$ cat src/ohlc_pkg.sv
// Package for the OHLC bar aggregator: widths, bar word types and
// reset constants shared by the merge stage, the output queue and the top level.
// No dependencies.
`default_nettype none

package ohlc_pkg;

  localparam int PRICE_BITS      = 32;
  localparam int VOLUME_SUM_BITS = 48;
  localparam int TIME_BITS       = 48;
  localparam int VOLUME_IN_BITS  = 32;
  localparam int GROUP_BITS      = 16;

  // wide enough to hold the sum of the accumulated and incoming volume
  localparam int VOL_CALC_BITS =
    ((VOLUME_SUM_BITS > VOLUME_IN_BITS) ? VOLUME_SUM_BITS : VOLUME_IN_BITS) + 1;

  localparam logic [GROUP_BITS-1:0] GROUP_SIZE_RST = GROUP_BITS'(2);
  localparam logic [GROUP_BITS-1:0] MIN_GROUP      = GROUP_BITS'(2);

  typedef struct packed {
    logic [TIME_BITS-1:0]      bar_time;
    logic [PRICE_BITS-1:0]     price_open;
    logic [PRICE_BITS-1:0]     price_high;
    logic [PRICE_BITS-1:0]     price_low;
    logic [PRICE_BITS-1:0]     price_close;
    logic [VOLUME_IN_BITS-1:0] bar_volume;
    logic                      end_of_set;
  } bar_in_t;

  typedef struct packed {
    logic [TIME_BITS-1:0]       merged_time;
    logic [PRICE_BITS-1:0]      merged_open;
    logic [PRICE_BITS-1:0]      merged_high;
    logic [PRICE_BITS-1:0]      merged_low;
    logic [PRICE_BITS-1:0]      merged_close;
    logic [VOLUME_SUM_BITS-1:0] merged_volume;
    logic                       final_bar;
  } bar_out_t;

endpackage

`default_nettype wire

$ cat src/ohlc_bar_aggregator.sv
// Top level of the OHLC bar aggregator: group size register, merge stage
// and result queue. Depends on ohlc_pkg, ohlc_merge and ohlc_out_fifo.
//
//   port group   direction   handshake             word
//   in_*         input       in_valid/in_ready     one price bar
//   out_*        output      out_valid/out_ready   one merged bar
//   cfg_*        input       cfg_wr_en             group_size (16 bits)
//
// One bar is taken per cycle while in_ready is high. A merged bar reaches out_* through
// the input register, then the result queue, once the bar that closes its group is
// accepted. While both queue words wait, a bar that closes a group holds in the input
// register and in_ready drops; a pop from a full queue frees a word so that it can move on.
// Reset (rst_n low, synchronous) empties both stages, clears the group and
// sets group_size to 2; a group_size of 0 or 1 acts as 2.
`default_nettype none

module ohlc_bar_aggregator (
  input  wire logic                                   clk,
  input  wire logic                                   rst_n,
  input  wire logic                                   cfg_wr_en,
  input  wire logic [ohlc_pkg::GROUP_BITS-1:0]        cfg_wr_data,
  input  wire logic                                   in_valid,
  output logic                                        in_ready,
  input  wire logic [ohlc_pkg::TIME_BITS-1:0]         in_bar_time,
  input  wire logic [ohlc_pkg::PRICE_BITS-1:0]        in_price_open,
  input  wire logic [ohlc_pkg::PRICE_BITS-1:0]        in_price_high,
  input  wire logic [ohlc_pkg::PRICE_BITS-1:0]        in_price_low,
  input  wire logic [ohlc_pkg::PRICE_BITS-1:0]        in_price_close,
  input  wire logic [ohlc_pkg::VOLUME_IN_BITS-1:0]    in_bar_volume,
  input  wire logic                                   in_end_of_set,
  output logic                                        out_valid,
  input  wire logic                                   out_ready,
  output logic [ohlc_pkg::TIME_BITS-1:0]              out_merged_time,
  output logic [ohlc_pkg::PRICE_BITS-1:0]             out_merged_open,
  output logic [ohlc_pkg::PRICE_BITS-1:0]             out_merged_high,
  output logic [ohlc_pkg::PRICE_BITS-1:0]             out_merged_low,
  output logic [ohlc_pkg::PRICE_BITS-1:0]             out_merged_close,
  output logic [ohlc_pkg::VOLUME_SUM_BITS-1:0]        out_merged_volume,
  output logic                                        out_final_bar
);

  logic [ohlc_pkg::GROUP_BITS-1:0] group_size_r;
  ohlc_pkg::bar_in_t               in_bar;
  ohlc_pkg::bar_out_t              push_bar;
  ohlc_pkg::bar_out_t              out_bar;
  logic                            push_valid;
  logic                            push_space;

  always_ff @(posedge clk) begin
    if (!rst_n) begin
      group_size_r <= ohlc_pkg::GROUP_SIZE_RST;
    end else if (cfg_wr_en) begin
      group_size_r <= cfg_wr_data;
    end
  end

  always_comb begin
    in_bar.bar_time    = in_bar_time;
    in_bar.price_open  = in_price_open;
    in_bar.price_high  = in_price_high;
    in_bar.price_low   = in_price_low;
    in_bar.price_close = in_price_close;
    in_bar.bar_volume  = in_bar_volume;
    in_bar.end_of_set  = in_end_of_set;
  end

  ohlc_merge u_merge (
    .clk        (clk),
    .rst_n      (rst_n),
    .group_size (group_size_r),
    .in_valid   (in_valid),
    .in_ready   (in_ready),
    .in_bar     (in_bar),
    .push_valid (push_valid),
    .push_bar   (push_bar),
    .push_space (push_space)
  );

  ohlc_out_fifo u_out_fifo (
    .clk        (clk),
    .rst_n      (rst_n),
    .push_valid (push_valid),
    .push_bar   (push_bar),
    .push_space (push_space),
    .out_valid  (out_valid),
    .out_ready  (out_ready),
    .out_bar    (out_bar)
  );

  assign out_merged_time   = out_bar.merged_time;
  assign out_merged_open   = out_bar.merged_open;
  assign out_merged_high   = out_bar.merged_high;
  assign out_merged_low    = out_bar.merged_low;
  assign out_merged_close  = out_bar.merged_close;
  assign out_merged_volume = out_bar.merged_volume;
  assign out_final_bar     = out_bar.final_bar;

endmodule

`default_nettype wire

$ cat src/ohlc_merge.sv
// Input register and group accumulator of the OHLC bar aggregator; uses ohlc_pkg.
// Merges one registered bar per cycle into the open group unless a full queue holds a closing bar.
`default_nettype none

module ohlc_merge (
  input  wire logic                               clk,
  input  wire logic                               rst_n,
  input  wire logic [ohlc_pkg::GROUP_BITS-1:0]    group_size,
  input  wire logic                               in_valid,
  output logic                                    in_ready,
  input  wire ohlc_pkg::bar_in_t                  in_bar,
  output logic                                    push_valid,
  output ohlc_pkg::bar_out_t                      push_bar,
  input  wire logic                               push_space
);

  logic                                   ir_valid_r;
  ohlc_pkg::bar_in_t                      ir_bar_r;

  logic [ohlc_pkg::GROUP_BITS-1:0]        cnt_r,   cnt_nxt;
  logic [ohlc_pkg::TIME_BITS-1:0]         time_r,  time_nxt;
  logic [ohlc_pkg::PRICE_BITS-1:0]        open_r,  open_nxt;
  logic [ohlc_pkg::PRICE_BITS-1:0]        high_r,  high_nxt;
  logic [ohlc_pkg::PRICE_BITS-1:0]        low_r,   low_nxt;
  logic [ohlc_pkg::VOLUME_SUM_BITS-1:0]   vol_r,   vol_nxt;

  logic [ohlc_pkg::GROUP_BITS-1:0]        size_eff;
  logic [ohlc_pkg::GROUP_BITS-1:0]        cnt_inc;
  logic [ohlc_pkg::VOL_CALC_BITS-1:0]     vol_sum;
  logic [ohlc_pkg::VOL_CALC_BITS-1:0]     vol_max;
  logic                                   first;
  logic                                   emit;
  logic                                   consume;

  assign size_eff = (group_size < ohlc_pkg::MIN_GROUP) ? ohlc_pkg::MIN_GROUP : group_size;
  assign first    = (cnt_r == '0);
  assign cnt_inc  = cnt_r + ohlc_pkg::GROUP_BITS'(1);
  assign emit     = (cnt_inc >= size_eff) || ir_bar_r.end_of_set;
  assign consume  = ir_valid_r && (!emit || push_space);
  assign in_ready = !ir_valid_r || consume;

  assign vol_max = ohlc_pkg::VOL_CALC_BITS'({ohlc_pkg::VOLUME_SUM_BITS{1'b1}});

  always_comb begin
    // a new group starts from a zero volume
    vol_sum = (first ? '0 : ohlc_pkg::VOL_CALC_BITS'(vol_r))
            + ohlc_pkg::VOL_CALC_BITS'(ir_bar_r.bar_volume);
    vol_nxt = (vol_sum > vol_max) ? {ohlc_pkg::VOLUME_SUM_BITS{1'b1}}
                                  : ohlc_pkg::VOLUME_SUM_BITS'(vol_sum);
    time_nxt = first ? ir_bar_r.bar_time   : time_r;
    open_nxt = first ? ir_bar_r.price_open : open_r;
    high_nxt = (first || (ir_bar_r.price_high > high_r)) ? ir_bar_r.price_high : high_r;
    low_nxt  = (first || (ir_bar_r.price_low  < low_r))  ? ir_bar_r.price_low  : low_r;
    cnt_nxt  = emit ? '0 : cnt_inc;
  end

  always_comb begin
    push_valid             = ir_valid_r && emit;
    push_bar.merged_time   = time_nxt;
    push_bar.merged_open   = open_nxt;
    push_bar.merged_high   = high_nxt;
    push_bar.merged_low    = low_nxt;
    push_bar.merged_close  = ir_bar_r.price_close;
    push_bar.merged_volume = vol_nxt;
    push_bar.final_bar     = ir_bar_r.end_of_set;
  end

  always_ff @(posedge clk) begin
    if (!rst_n) begin
      ir_valid_r <= 1'b0;
      cnt_r      <= '0;
    end else begin
      if (in_ready) begin
        ir_valid_r <= in_valid;
      end
      if (consume) begin
        cnt_r <= cnt_nxt;
      end
    end
  end

  always_ff @(posedge clk) begin
    if (in_valid && in_ready) begin
      ir_bar_r <= in_bar;
    end
    if (consume) begin
      time_r <= time_nxt;
      open_r <= open_nxt;
      high_r <= high_nxt;
      low_r  <= low_nxt;
      vol_r  <= vol_nxt;
    end
  end

endmodule

`default_nettype wire

$ cat src/ohlc_out_fifo.sv
// Two-word result queue of the OHLC bar aggregator: decouples the merge stage from
// output stalls so a bar can be taken every cycle while a word is free; uses ohlc_pkg.
`default_nettype none

module ohlc_out_fifo (
  input  wire logic               clk,
  input  wire logic               rst_n,
  input  wire logic               push_valid,
  input  wire ohlc_pkg::bar_out_t push_bar,
  output logic                    push_space,
  output logic                    out_valid,
  input  wire logic               out_ready,
  output ohlc_pkg::bar_out_t      out_bar
);

  ohlc_pkg::bar_out_t mem [2];
  logic               wr_ptr_r;
  logic               rd_ptr_r;
  logic [1:0]         count_r;
  logic               push;
  logic               pop;

  assign push_space = (count_r != 2'd2);
  assign out_valid  = (count_r != 2'd0);
  assign out_bar    = mem[rd_ptr_r];
  assign push       = push_valid && push_space;
  assign pop        = out_valid && out_ready;

  always_ff @(posedge clk) begin
    if (!rst_n) begin
      wr_ptr_r <= 1'b0;
      rd_ptr_r <= 1'b0;
      count_r  <= 2'd0;
    end else begin
      if (push) begin
        wr_ptr_r <= !wr_ptr_r;
      end
      if (pop) begin
        rd_ptr_r <= !rd_ptr_r;
      end
      if (push && !pop) begin
        count_r <= count_r + 2'd1;
      end else if (pop && !push) begin
        count_r <= count_r - 2'd1;
      end
    end
  end

  always_ff @(posedge clk) begin
    if (push) begin
      mem[wr_ptr_r] <= push_bar;
    end
  end

endmodule

`default_nettype wire

$ cat config.mk
export PLATFORM = sky130hd
export DESIGN_NAME = ohlc_bar_aggregator
export DESIGN_NICKNAME = d
export VERILOG_FILES = /design/src/ohlc_pkg.sv /design/src/ohlc_bar_aggregator.sv /design/src/ohlc_merge.sv /design/src/ohlc_out_fifo.sv
export SDC_FILE = /design/constraint.sdc
export NUM_CORES = 1
export LEC_CHECK = 0
export ABC_AREA = 1
export BUFFER_PORTS_ARGS = -buffer_cell sky130_fd_sc_hd__buf_2
export CAP_MARGIN = 30
export CORE_MARGIN = 5
export CORE_UTILIZATION = 39
export CTS_BUF_LIST = sky130_fd_sc_hd__clkbuf_4 sky130_fd_sc_hd__clkbuf_8
export CTS_CLUSTER_SIZE = 10
export DETAILED_ROUTE_END_ITERATION = 16
export PLACE_DENSITY_LB_ADDON = 0.25
export SLEW_MARGIN = 20
export SYNTH_ARGS = -nofsm -noshare
export SYNTH_HDL_FRONTEND = slang
export SYNTH_SLANG_ARGS = --single-unit
$ cat constraint.sdc
create_clock -name clk -period 40.5 [get_ports clk]
set_input_delay 6.075 -clock clk [delete_from_list [all_inputs] [get_ports clk]]
set_output_delay 6.075 -clock clk [all_outputs]
set_load 0.01 [all_outputs]
==> flow_summary.ini <==
[run_status]
run_status = completed

[timing]
setup_slack_ps = 30570
slew_viol_final = 0
worst_max_slew_pin_slew_ps = 1070
setup_repair_after_global_routing_missed_its_margin = no
headroom_to_the_max_slew_limit_pct = 28.7
worst_clock_skew_ps = 37.9
min_clock_period_post_route_ps = 9930
totalNegativeSetupSlack_ps = 0
finalSetupViolCount = 0
hold_viol_final = 0
post-route-period-util_pct = 24.5
maxClockFrequency_ghz = 0.101

[detailed_routing]
vias_per_cell = 4.78
drc = 0
final_antenna_net_count = 0
first_pass_iters = 6
drt_iter0_drc = 1336
vias = 22800
wire_per_inst_um = 18.3
drt_wl_total_um = 87300

[layout]
final_nets = 3737
syn2layout_area_growth_pct = 18.4
n_fill_cell = 8648
multi_input_gate_area_um2 = 9620
layout.area.seq_um2 = 26300
fin_util_pct = 46.5
layout-drive-gt1-share_pct = 28.0

[synth]
yosys.cell_count.top_type = sky130_fd_sc_hd__edfxtp_1
number_of_enable_flip_flop_cells_after_synthesis = 851
ys_seq_elements = 889
async_reset_ff_share_pct = 0
yosys_warnings = 0
ys_seq_area_share_pct = 70.7
synth_flop_cell = sky130_fd_sc_hd__edfxtp_1
count_of_unique_library_cells_instantiated_by_yosys = 38
post_synth_inst_count = 2837
yosysTopAreaCellShare_pct = 68.6
synthDominantAreaCellType = sky130_fd_sc_hd__edfxtp_1
synth_top_cells_by_count = 851 x sky130_fd_sc_hd__edfxtp_1, 701 x sky130_fd_sc_hd__nand2_1, 251 x sky130_fd_sc_hd__inv_1
syn_avg_cell_area_um2 = 13.1
syn-num-nets = 3182
mappedNetlistArea_um2 = 37200
synth_area_leaders = sky130_fd_sc_hd__edfxtp_1 69%, sky130_fd_sc_hd__nand2_1 7.1%, sky130_fd_sc_hd__mux2_2 6.8%

[floorplan]
die_boundary_height_um = 319
core_um2 = 94900
ios = 457
floorplan.rows = 113
floorplan.initialDensity_pct = 39.2
chip_width_um = 319
die_area_um2 = 102000

[placement]
dp_slack_ps = 31360
dp_hpwl_um = 56800
gp_routability_congestion = 0.844
buffer_ports.inserted = 456

[setup_path]
slowest_delay_ps = 410
data_arrival_time_of_the_critical_path_ps = 3860
critPathKind = flop to primary output
crit_path_cell_trace = ha_1 -> nand3_1 -> nor3_1 -> nand3_1 -> nor2_1 -> nand2_1 -> xor2_1 -> inv_1 -> ha_1 -> nand4_1 -> nor3_1 -> nand3_1 -> nand4_1 -> nand2_1 -> inv_1 -> nand2_1 -> buf_2
register_to_register_setup_slack_ps = 34980
crit_path_max_fanout = 5
cp_data_required_time_ps = 34420
cp-start-kind = flop
critPathSlowestCell = sky130_fd_sc_hd__nor3_1
critical_path.reg2reg.startpoint = u_merge.cnt_r[0]$_SDFFE_PN0P_
worst_r2r_endpoint = u_merge.vol_r[38]$_DFFE_PP_
r2r.worst_path.cells = 21
timing.critical_path.max_delay_family = simple AND/OR/NAND/NOR gates
timing.critical_path.buf_inv = 3
critical_path.endpoint_type = primary output

[clock_tree]
tritoncts_clock_tree = done
cts_hold_buffers = 0
ctsHtreeMaxLevel = 4
clock_insertion_delay_worst_skew_ps = 810
ctsResizeCount = 0
clock_tree.buffer_depth = 3
clock_sinks = 889
clockRootBuffer = sky130_fd_sc_hd__clkbuf_8
cts_inserted_buffers = 153
clk_pin_slew_worst_paths_ps = 60
postCtsSetupBuffers = 0

[hold_path]
hold_path_depth = 0
hold_path_end = u_out_fifo.mem[1][72]$_DFFE_PP_
hold_path_startpoint = u_merge.push_bar[72]$_DFFE_PP_
hold_path_class = flop to flop

[power_and_ir_drop]
power_uw = 2170
static_leakage_power_uw = 0.0177
power_density_nw_per_um2 = 49.1
power.ir.vdd_worst_mv = 0.0302

[global_route]
via_count_of_the_first_global_routing_pass = 23100
globalRouteTotalUtil_pct = 16.7
grt_first_pass_wirelength_um = 134000
globalRouteOverflowTotal = 0
grt_start_max_net_pins = 134
antenna_found_initial = 8

[job]
cap_violations = 0
## state kept, by name, summed over array words and instances (netlist names), named ones only
register             flops
u_merge.vol_r           48
u_merge.time_r          48
u_merge.open_r          32
u_out_fifo.wr_ptr_r      1
u_out_fifo.mem         450
u_merge.low_r           32
u_out_fifo.rd_ptr_r      1
u_merge.high_r          32
u_out_fifo.count_r       2
group_size_r            16
u_merge.push_bar        33
u_merge.cnt_r           16
u_merge.ir_bar_r       176
u_merge.ir_valid_r       1
## power by group
group	total [uW]	leakage, uW	internal (uW)	switching, uW
registers	1090	0.00826	1070	19.4
clock network	807	0.00161	438	369
logic	267	0.00783	102	165
## logic make-up (layout without fill, tap and decap cells)
logic type / Yosys count / after routing / synth area share, %
flip-flops: 889 / 889 / 70.7
AO/OA/AOI/OAI: 162 / 162 / 2.33
XOR/XNOR: 43 / 43 / 1.01
multiplexers: 225 / 225 / 6.80
adder cells (fa/ha/maj): 115 / 115 / 3.88
buffers and inverters: 335 / 1008 / 3.62
AND/OR/NAND/NOR: 1068 / 1068 / 11.7
other: 0 / 6 / 0
## per-layer routing
| layer | up-vias | global-route usage, % | routed length [um] |
|---|---|---|---|
| li1 | 11100 | - | - |
| met1 | 11000 | 22.2 | 38600 |
| met2 | 658 | 26.9 | 40900 |
| met3 | 142 | 4.97 | 6080 |
| met4 | 6 | 4.98 | 1710 |
| met5 | - | 0 | 34 |
## cells in the final DEF (no fill, tap or decap), types with 12 or more instances in the layout
cell,Yosys,layout
sky130_fd_sc_hd__xor2_1,21,21
sky130_fd_sc_hd__nand2_2,17,16
sky130_fd_sc_hd__o21ai_0,39,39
sky130_fd_sc_hd__nand3_1,145,144
sky130_fd_sc_hd__inv_1,251,249
sky130_fd_sc_hd__buf_4,0,22
sky130_fd_sc_hd__ha_1,114,114
sky130_fd_sc_hd__a21oi_1,99,98
sky130_fd_sc_hd__nor3_1,12,12
sky130_fd_sc_hd__nand4_1,18,18
sky130_fd_sc_hd__mux2_2,225,225
sky130_fd_sc_hd__nor2_1,157,155
sky130_fd_sc_hd__dfxtp_1,38,37
sky130_fd_sc_hd__nand2_1,701,701
sky130_fd_sc_hd__clkbuf_8,0,161
sky130_fd_sc_hd__clkbuf_4,0,44
sky130_fd_sc_hd__xnor2_1,22,22
sky130_fd_sc_hd__clkinv_1,1,31
sky130_fd_sc_hd__buf_2,35,456
sky130_fd_sc_hd__clkinv_2,0,18
sky130_fd_sc_hd__edfxtp_1,851,851
## cell type report
cell class / count / share of cell area [%]
inverters: 253 / 2.18
clock buffers: 205 / 5.77
repair buffers: 482 / 5.77
well taps: 1265 / 3.59
multi-input cells: 1613 / 21.8
diodes: 6 / 0.0341
clock inverters: 68 / 1.15
flip-flops and latches: 889 / 59.7
## through the flow
step           instance area [um^2]  hold slack, ps  cells
2_1_floorplan                 37200             421   2837
3_3_place_gp                  41000             422   4499
3_5_place_dp                  41000             431   4501
4_1_cts                       44000             440   4774
5_1_grt                       44100             443   4779
6_report                      44100             432   4781
## worst max-delay path by stage
| stage | start | to | slack, ps | cells past startpoint |
|---|---|---|---|---|
| floorplan | in_valid | u_merge.ir_bar_r[100]$_DFFE_PP_ | 23510 | 2 |
| global placement | u_merge.cnt_r[0]$_SDFFE_PN0P_ | in_ready | 31400 | 17 |
| detailed placement | u_merge.cnt_r[0]$_SDFFE_PN0P_ | in_ready | 31360 | 17 |
| CTS | u_merge.cnt_r[0]$_SDFFE_PN0P_ | in_ready | 30420 | 17 |
| global route | u_merge.cnt_r[0]$_SDFFE_PN0P_ | in_ready | 30120 | 17 |
| finish | u_merge.cnt_r[0]$_SDFFE_PN0P_ | in_ready | 30570 | 17 |
Note: power is estimated with default switching activity, not from simulation.
